File: src/rtl/core/ltd_pkg.sv
// Shared types and constants for the line tag deframer.
`timescale 1ns / 1ps

package ltd_pkg;

    // Queue between the front and back parts
    localparam int QUEUE_AW    = 2;
    localparam int QUEUE_DEPTH = 1 << QUEUE_AW;

    // Register reset values
    localparam logic [15:0] LINE_WORDS_RESET    = 16'd960;
    localparam logic [31:0] SEP_MARKER_RESET    = 32'h02ff_00ff;
    localparam logic [31:0] ACTIVE_MARKER_RESET = 32'h8000_00ff;
    localparam logic [31:0] BLANK_MARKER_RESET  = 32'hab00_00ff;

    // Register indexes (byte address bits [3:2])
    localparam logic [1:0] REG_LINE_WORDS    = 2'd0;
    localparam logic [1:0] REG_SEP_MARKER    = 2'd1;
    localparam logic [1:0] REG_ACTIVE_MARKER = 2'd2;
    localparam logic [1:0] REG_BLANK_MARKER  = 2'd3;

    // Line classes
    localparam logic [1:0] CLS_ACTIVE  = 2'd0;
    localparam logic [1:0] CLS_BLANK   = 2'd1;
    localparam logic [1:0] CLS_UNKNOWN = 2'd2;

    // Result kinds
    localparam logic KIND_PAYLOAD = 1'b0;
    localparam logic KIND_CLASS   = 1'b1;

    // Work handed from front to back
    typedef enum logic [1:0] {
        OP_SEP,
        OP_PAYLOAD,
        OP_CLASS
    } op_kind_t;

    typedef struct packed {
        op_kind_t    kind;
        logic [31:0] word;
        logic        last;
        logic [1:0]  cls;
    } op_t;

endpackage

File: src/rtl/core/ltd_front.sv
// Front part: tracks line framing and turns capture words into back-end ops.
`timescale 1ns / 1ps

module ltd_front
    import ltd_pkg::*;
(
    input  logic        clk,
    input  logic        rst_n,
    input  logic        accept,
    input  logic [31:0] data_word,
    input  logic [15:0] line_words,
    input  logic [31:0] sep_marker,
    input  logic [31:0] active_marker,
    input  logic [31:0] blank_marker,
    output logic        push,
    output op_t         push_op
);

    typedef enum logic [2:0] {
        PH_PIXELS,
        PH_TAG,
        PH_PAY0,
        PH_PAY1,
        PH_LINETAG
    } phase_t;

    phase_t      phase_reg, phase_next;
    logic [15:0] word_index_reg, word_index_next;
    logic [1:0]  tag_cls;
    logic        run_done;

    // Classify a line tag; active wins over blanking on equal markers
    always_comb
    begin
        if (data_word == active_marker)
            tag_cls = CLS_ACTIVE;
        else if (data_word == blank_marker)
            tag_cls = CLS_BLANK;
        else
            tag_cls = CLS_UNKNOWN;
    end

    // Pixel run ends once index+1 reaches the length (zero acts as one)
    assign run_done = ({1'b0, word_index_reg} + 17'd1) >= {1'b0, line_words};

    // Next phase and op for the current beat
    always_comb
    begin
        phase_next      = phase_reg;
        word_index_next = word_index_reg;
        push            = 1'b0;
        push_op.kind    = OP_CLASS;
        push_op.word    = 32'd0;
        push_op.last    = 1'b0;
        push_op.cls     = tag_cls;
        if (accept)
        begin
            case (phase_reg)
                PH_PIXELS:
                begin
                    if (run_done)
                    begin
                        word_index_next = 16'd0;
                        phase_next      = PH_TAG;
                    end
                    else
                    begin
                        word_index_next = word_index_reg + 16'd1;
                    end
                end
                PH_TAG:
                begin
                    push = 1'b1;
                    if (data_word == sep_marker)
                    begin
                        push_op.kind = OP_SEP;
                        phase_next   = PH_PAY0;
                    end
                    else
                    begin
                        phase_next      = PH_PIXELS;
                        word_index_next = 16'd0;
                    end
                end
                PH_PAY0:
                begin
                    push         = 1'b1;
                    push_op.kind = OP_PAYLOAD;
                    push_op.word = data_word;
                    phase_next   = PH_PAY1;
                end
                PH_PAY1:
                begin
                    push         = 1'b1;
                    push_op.kind = OP_PAYLOAD;
                    push_op.word = data_word;
                    push_op.last = 1'b1;
                    phase_next   = PH_LINETAG;
                end
                PH_LINETAG:
                begin
                    push            = 1'b1;
                    phase_next      = PH_PIXELS;
                    word_index_next = 16'd0;
                end
                default:
                begin
                    phase_next      = PH_PIXELS;
                    word_index_next = 16'd0;
                end
            endcase
        end
    end

    // Framing state
    always_ff @(posedge clk or negedge rst_n)
    begin
        if (!rst_n)
        begin
            phase_reg      <= PH_PIXELS;
            word_index_reg <= 16'd0;
        end
        else
        begin
            phase_reg      <= phase_next;
            word_index_reg <= word_index_next;
        end
    end

endmodule

File: src/rtl/core/ltd_queue.sv
// Short FIFO of ops between the front and back parts.
`timescale 1ns / 1ps

module ltd_queue
    import ltd_pkg::*;
(
    input  logic clk,
    input  logic rst_n,
    input  logic push,
    input  op_t  push_op,
    input  logic pop,
    output logic full,
    output logic empty,
    output op_t  head_op
);

    op_t                 entry_reg [QUEUE_DEPTH];
    logic [QUEUE_AW-1:0] wr_ptr_reg;
    logic [QUEUE_AW-1:0] rd_ptr_reg;
    logic [QUEUE_AW:0]   count_reg;

    assign full    = (count_reg == (QUEUE_AW+1)'(QUEUE_DEPTH));
    assign empty   = (count_reg == '0);
    assign head_op = entry_reg[rd_ptr_reg];

    // Entry storage
    always_ff @(posedge clk)
    begin
        if (push)
            entry_reg[wr_ptr_reg] <= push_op;
    end

    // Pointers and fill count
    always_ff @(posedge clk or negedge rst_n)
    begin
        if (!rst_n)
        begin
            wr_ptr_reg <= '0;
            rd_ptr_reg <= '0;
            count_reg  <= '0;
        end
        else
        begin
            if (push)
                wr_ptr_reg <= wr_ptr_reg + QUEUE_AW'(1);
            if (pop)
                rd_ptr_reg <= rd_ptr_reg + QUEUE_AW'(1);
            if (push && !pop)
                count_reg <= count_reg + (QUEUE_AW+1)'(1);
            else if (pop && !push)
                count_reg <= count_reg - (QUEUE_AW+1)'(1);
        end
    end

endmodule

File: src/rtl/core/ltd_back.sv
// Back part: runs the saturating counters and holds the result register.
`timescale 1ns / 1ps

module ltd_back
    import ltd_pkg::*;
(
    input  logic        clk,
    input  logic        rst_n,
    input  logic        head_valid,
    input  op_t         head_op,
    output logic        pop,
    output logic        out_valid,
    input  logic        out_ready,
    output logic        result_kind,
    output logic [31:0] payload_word,
    output logic        payload_last,
    output logic [1:0]  line_class,
    output logic [31:0] sep_total,
    output logic [31:0] active_total,
    output logic [31:0] blank_total,
    output logic [31:0] unknown_total
);

    function automatic logic [31:0] sat_inc(input logic [31:0] v);
        return (v == 32'hffff_ffff) ? v : v + 32'd1;
    endfunction

    logic        out_valid_reg;
    logic [31:0] sep_count_reg, sep_count_next;
    logic [31:0] active_count_reg, active_count_next;
    logic [31:0] blank_count_reg, blank_count_next;
    logic [31:0] unknown_count_reg, unknown_count_next;
    logic        kind_reg;
    logic [31:0] word_reg;
    logic        last_reg;
    logic [1:0]  cls_reg;
    logic [31:0] sep_tot_reg, active_tot_reg, blank_tot_reg, unknown_tot_reg;
    logic        slot_free;
    logic        makes_result;

    // Separator ops only bump a counter, so they never wait on the output
    assign slot_free    = !out_valid_reg || out_ready;
    assign makes_result = (head_op.kind != OP_SEP);
    assign pop          = head_valid && (slot_free || !makes_result);

    // Counter updates for the op at the head
    always_comb
    begin
        sep_count_next     = sep_count_reg;
        active_count_next  = active_count_reg;
        blank_count_next   = blank_count_reg;
        unknown_count_next = unknown_count_reg;
        if (pop)
        begin
            case (head_op.kind)
                OP_SEP:
                    sep_count_next = sat_inc(sep_count_reg);
                OP_CLASS:
                begin
                    case (head_op.cls)
                        CLS_ACTIVE: active_count_next  = sat_inc(active_count_reg);
                        CLS_BLANK:  blank_count_next   = sat_inc(blank_count_reg);
                        default:    unknown_count_next = sat_inc(unknown_count_reg);
                    endcase
                end
                default:
                begin
                end
            endcase
        end
    end

    // Counters and output valid
    always_ff @(posedge clk or negedge rst_n)
    begin
        if (!rst_n)
        begin
            sep_count_reg     <= 32'd0;
            active_count_reg  <= 32'd0;
            blank_count_reg   <= 32'd0;
            unknown_count_reg <= 32'd0;
            out_valid_reg     <= 1'b0;
        end
        else
        begin
            sep_count_reg     <= sep_count_next;
            active_count_reg  <= active_count_next;
            blank_count_reg   <= blank_count_next;
            unknown_count_reg <= unknown_count_next;
            if (pop && makes_result)
                out_valid_reg <= 1'b1;
            else if (out_ready)
                out_valid_reg <= 1'b0;
        end
    end

    // Result payload, captured with the post-update totals
    always_ff @(posedge clk)
    begin
        if (pop && makes_result)
        begin
            if (head_op.kind == OP_CLASS)
            begin
                kind_reg <= KIND_CLASS;
                word_reg <= 32'd0;
                last_reg <= 1'b0;
                cls_reg  <= head_op.cls;
            end
            else
            begin
                kind_reg <= KIND_PAYLOAD;
                word_reg <= head_op.word;
                last_reg <= head_op.last;
                cls_reg  <= CLS_ACTIVE;
            end
            sep_tot_reg     <= sep_count_next;
            active_tot_reg  <= active_count_next;
            blank_tot_reg   <= blank_count_next;
            unknown_tot_reg <= unknown_count_next;
        end
    end

    assign out_valid     = out_valid_reg;
    assign result_kind   = kind_reg;
    assign payload_word  = word_reg;
    assign payload_last  = last_reg;
    assign line_class    = cls_reg;
    assign sep_total     = sep_tot_reg;
    assign active_total  = active_tot_reg;
    assign blank_total   = blank_tot_reg;
    assign unknown_total = unknown_tot_reg;

endmodule

File: src/rtl/core/line_tag_deframer.sv
// Top level of the line tag deframer: register port, front, queue and back.
`timescale 1ns / 1ps

// Takes one 32-bit capture word per beat and splits the stream into lines of
// line_words pixel words plus a tag. Pixel words are absorbed and give no
// result. A tag equal to sep_marker is counted and its next two words come out
// as payload results, then the following word is the line tag. Each line tag
// gives one classification result (active, blanking, unknown) with all four
// saturating totals. The block takes one word every cycle; the front framing
// logic handles each word as it is accepted and a four-entry op queue feeds the
// back counters, so in_ready drops only after the result register has been
// held by out_ready low long enough for the queue to fill. out_valid for a
// result rises once its op has left the op queue and been captured in the
// result register. Registers: line_words at 0x0,
// sep_marker at 0x4, active_marker at 0x8, blank_marker at 0xC; write only
// while the block is idle.

module line_tag_deframer
    import ltd_pkg::*;
(
    input  logic        clk,
    input  logic        rst_n,
    // configuration port
    input  logic        psel,
    input  logic        penable,
    input  logic        pwrite,
    input  logic [3:0]  paddr,
    input  logic [31:0] pwdata,
    output logic [31:0] prdata,
    output logic        pready,
    // capture words
    input  logic        in_valid,
    output logic        in_ready,
    input  logic [31:0] data_word,
    // results
    output logic        out_valid,
    input  logic        out_ready,
    output logic        result_kind,
    output logic [31:0] payload_word,
    output logic        payload_last,
    output logic [1:0]  line_class,
    output logic [31:0] sep_total,
    output logic [31:0] active_total,
    output logic [31:0] blank_total,
    output logic [31:0] unknown_total
);

    logic [15:0] line_words_reg;
    logic [31:0] sep_marker_reg;
    logic [31:0] active_marker_reg;
    logic [31:0] blank_marker_reg;
    logic        cfg_write;
    logic        accept;
    logic        push;
    op_t         push_op;
    logic        pop;
    logic        q_full;
    logic        q_empty;
    op_t         head_op;

    // Register port
    assign pready    = 1'b1;
    assign cfg_write = psel && penable && pwrite;

    always_ff @(posedge clk or negedge rst_n)
    begin
        if (!rst_n)
        begin
            line_words_reg    <= LINE_WORDS_RESET;
            sep_marker_reg    <= SEP_MARKER_RESET;
            active_marker_reg <= ACTIVE_MARKER_RESET;
            blank_marker_reg  <= BLANK_MARKER_RESET;
        end
        else if (cfg_write)
        begin
            case (paddr[3:2])
                REG_LINE_WORDS:    line_words_reg    <= pwdata[15:0];
                REG_SEP_MARKER:    sep_marker_reg    <= pwdata;
                REG_ACTIVE_MARKER: active_marker_reg <= pwdata;
                REG_BLANK_MARKER:  blank_marker_reg  <= pwdata;
                default:
                begin
                end
            endcase
        end
    end

    always_comb
    begin
        case (paddr[3:2])
            REG_LINE_WORDS:    prdata = {16'd0, line_words_reg};
            REG_SEP_MARKER:    prdata = sep_marker_reg;
            REG_ACTIVE_MARKER: prdata = active_marker_reg;
            REG_BLANK_MARKER:  prdata = blank_marker_reg;
            default:           prdata = 32'd0;
        endcase
    end

    // Input beat
    assign in_ready = !q_full;
    assign accept   = in_valid && in_ready;

    ltd_front u_front (
        .clk           (clk),
        .rst_n         (rst_n),
        .accept        (accept),
        .data_word     (data_word),
        .line_words    (line_words_reg),
        .sep_marker    (sep_marker_reg),
        .active_marker (active_marker_reg),
        .blank_marker  (blank_marker_reg),
        .push          (push),
        .push_op       (push_op)
    );

    ltd_queue u_queue (
        .clk     (clk),
        .rst_n   (rst_n),
        .push    (push),
        .push_op (push_op),
        .pop     (pop),
        .full    (q_full),
        .empty   (q_empty),
        .head_op (head_op)
    );

    ltd_back u_back (
        .clk           (clk),
        .rst_n         (rst_n),
        .head_valid    (!q_empty),
        .head_op       (head_op),
        .pop           (pop),
        .out_valid     (out_valid),
        .out_ready     (out_ready),
        .result_kind   (result_kind),
        .payload_word  (payload_word),
        .payload_last  (payload_last),
        .line_class    (line_class),
        .sep_total     (sep_total),
        .active_total  (active_total),
        .blank_total   (blank_total),
        .unknown_total (unknown_total)
    );

endmodule

File: config.mk
export PLATFORM = sky130hd
export DESIGN_NAME = line_tag_deframer
export DESIGN_NICKNAME = d
export VERILOG_FILES = /design/src/rtl/core/ltd_pkg.sv /design/src/rtl/core/ltd_front.sv /design/src/rtl/core/ltd_queue.sv /design/src/rtl/core/ltd_back.sv /design/src/rtl/core/line_tag_deframer.sv
export SDC_FILE = /design/constraint.sdc
export NUM_CORES = 1
export LEC_CHECK = 0
export ABC_AREA = 1
export ABC_CLOCK_PERIOD_IN_PS = 23500
export BUFFER_PORTS_ARGS = -buffer_cell sky130_fd_sc_hd__buf_2
export CAP_MARGIN = 20
export CORE_MARGIN = 3
export CORE_UTILIZATION = 50
export DETAILED_ROUTE_END_ITERATION = 8
export PLACE_DENSITY = 0.7
export REMOVE_ABC_BUFFERS = 1
export SKIP_CTS_REPAIR_TIMING = 1
export SYNTH_ARGS = -nofsm -noshare
export SYNTH_HDL_FRONTEND = slang
export SYNTH_HIERARCHICAL = 1
export SYNTH_SLANG_ARGS = --single-unit
File: constraint.sdc
create_clock -name clk -period 23.5 [get_ports clk]
set_clock_uncertainty 0.15 [all_clocks]
set_input_delay 3.525 -clock clk [delete_from_list [all_inputs] [get_ports clk]]
set_output_delay 3.525 -clock clk [all_outputs]
set_load 0.005 [all_outputs]
==> metrics.txt <==
outcome completed; total number of vias 20,600; GRT Residual Overflow 0; share of cells above drive strength 1 0.181; vias in the first global route 20,200; DPL Wire Length 44.5 mm; fraction of registers with async set/reset 0.461; All-Layer GR Usage 0.222; RD Place Congestion 0.906; total chip power 3.39 mW; fin util 0.583; Synth-to-Final Area Change 14.0%; top cell type's share of synthesized area 0.337; Clk pin slew, worst setup/hold paths 0.06 ns; pre-CTS setup slack 14.76 ns; clk sinks 579; CP dominant cell by count buf_2; Starting Density 0.511; # H-tree levels 2; Die Width 242 µm; WS Path Type primary input to output port; post-synthesis sequential area ratio 0.579; WL/cell 16.7 µm; first-pass GRT wire length 105 mm; critical path's slowest cell buf_2; Clock Tree Buf Depth 3; reg2reg path depth 12; DRT antenna net count 0; core area 0.0545 mm²; Post-DP Area 0.0295 mm²; drt pass-1 iters 6; HP Class flop to flop; die area 0.0585 mm²; critical path arrival 5.07 ns; period utilisation layout 0.372; DR vias/cell 5.19; CP Max Fanout 36; Max Cap Violations 0; number of synthesized flops with an enable pin 312; count of unique library cells instantiated by Yosys 47; Leakage Power 14.4 nW; Ys Warns 6; largest net degree at the start of global routing 160; reg2reg setup slack 19.94 ns; Max VDD drop 0.0821 mV; root buf cell clkbuf_16; Die Y 242 µm; RSZ-0062 raised after global routing no; CTS Buf Count 60; RR Startpoint u_queue/rd_ptr_reg[0]$_DFFE_PN0P_; startpoint types primary input; Syn Inst Count 2,915; worst path cell trace buf_2 > nand2_4 > inv_2 > nand2_1 > nand3_1 > buf_2; # port buffers 270; max reg flops 148; Initial DRC Count 1,464; final hold violations 0; Slew @ Worst Pin 1.09 ns; I/O Pins 274; Final Instance Area 0.0317 mm²; initial antenna violation count 8; ys flop type edfxtp_1; setup slack after layout 14.75 ns; PwrDens 107 mW/mm²; Max Clock Freq 114 MHz; number of synthesized register bits 579; CP endpoint kind output port; Reg-to-Reg End u_back/active_total[3]$_DFFE_PP_; worst hold start sep_marker_reg[1]$_DFFE_PN1P_; Crit path largest cell delay 0.68 ns; worst-skew pair later-pin latency 0.63 ns; Area contributors post-synth edfxtp_1 (34%), dfrtp_1 (20%), nand2_1 (13%), inv_1 (4.4%), dfstp_2 (4.1%); post-synthesis cell area 0.0278 mm²; FP Rows 85; CTS tree yes; WL final 66.2 mm; leading area contributor after synthesis edfxtp_1; final setup violation count 0; Post-route DRC 0; Mean Syn Cell Area 9.55 µm²; Final nets 3,278; setup TNS 0 ns; hold endpoint sep_marker_reg[1]$_DFFE_PN1P_; Crit path required time 19.83 ns; Min Clock Period, post-route 8.75 ns; Slew HR 0.274; hold path depth 2; fin. max-slew vios 0
## metal layers
metal	GRT usage	vias up	wire length, µm
met5	0	-	49
met3	0.0394	136	4260
li1	-	9971	-
met4	0.0865	8	2250
met1	0.288	9823	28300
met2	0.373	647	31400
## synthesized netlist by cell type (12+ instances only)
| cell type | count |
|---|---|
| nand4_1 | 89 |
| dfstp_2 | 43 |
| nor2_1 | 226 |
| ha_1 | 26 |
| xor2_1 | 53 |
| o21ai_0 | 25 |
| dfrtp_1 | 224 |
| edfxtp_1 | 312 |
| xnor2_1 | 96 |
| nand2_2 | 25 |
| buf_2 | 25 |
| nand3_1 | 170 |
| o211ai_2 | 12 |
| nor3_1 | 36 |
| buf_6 | 38 |
| o211ai_1 | 62 |
| nor2_2 | 21 |
| inv_1 | 327 |
| inv_2 | 26 |
| nand3b_1 | 15 |
| or2_2 | 14 |
| nand2_1 | 941 |
## layout make-up
type	count	area, µm²
Timing Repair Buffer	283	1480
Clock buffer	73	1640
Fill cell	4654	22700
Multi-Input combinational cell	1893	9680
Clock inverter	40	520
Antenna cell	4	10.0
Sequential cell	579	16100
Tap cell	739	925
Inverter	359	1360
## report_power, final
part / internal [mW] / total, mW / switching (mW)
logic: 0.284 / 0.840 / 0.556
clock network: 0.618 / 1.02 / 0.403
registers: 1.40 / 1.53 / 0.130
## stage by stage
stage | std cells | hold WS, ns
after global placement | 3852 | 0.314
final | 3970 | 0.332
after global routing | 3970 | 0.344
after CTS | 3965 | 0.331
after floorplan | 2831 | 0.301
after detailed placement | 3852 | 0.321
## worst max-delay path: cells and delay by family
family | cells | cell delay [ns]
buf+inv | 3 | 1.16
simple gates | 3 | 0.38
## placed cells by master, fill, tap and decap left out, types with 15 or more instances in the layout
master     Yosys  layout
nand2_2       25      25
edfxtp_1     312     312
nor2_2        21      22
ha_1          26      26
nand4_1       89      89
nor2_1       226     224
clkbuf_16      0      62
inv_1        327     327
dfstp_2       43      43
dfrtp_1      224     223
nor3_1        36      36
nand2_1      941     941
nand3_1      170     170
buf_2         25     269
o211ai_1      62      62
o21ai_0       25      25
xnor2_1       96      96
inv_2         26      26
nand3b_1      15      15
xor2_1        53      53
## cell families after synthesis
group / count (synthesis) / share of synthesized area
buffers and inverters: 443 / 0.0742
flip-flops: 579 / 0.579
other: 1 / 0.000135
adder cells (fa/ha/maj): 27 / 0.0124
XOR/XNOR: 149 / 0.0469
AND/OR/NAND/NOR: 1590 / 0.255
AO/OA/AOI/OAI: 126 / 0.0332
## worst max-delay path by stage
stage               startpoint                          endpoint  slack [ns]
finish                paddr[2]                        prdata[18]       14.75
global route          paddr[2]                        prdata[22]       14.63
CTS                   paddr[2]                        prdata[18]       14.75
detailed placement    paddr[2]                        prdata[23]       14.76
global placement      paddr[3]                        prdata[18]       14.80
floorplan            out_ready  u_back/active_total[0]$_DFFE_PP_       12.12
(Power assumes the default switching activity.)
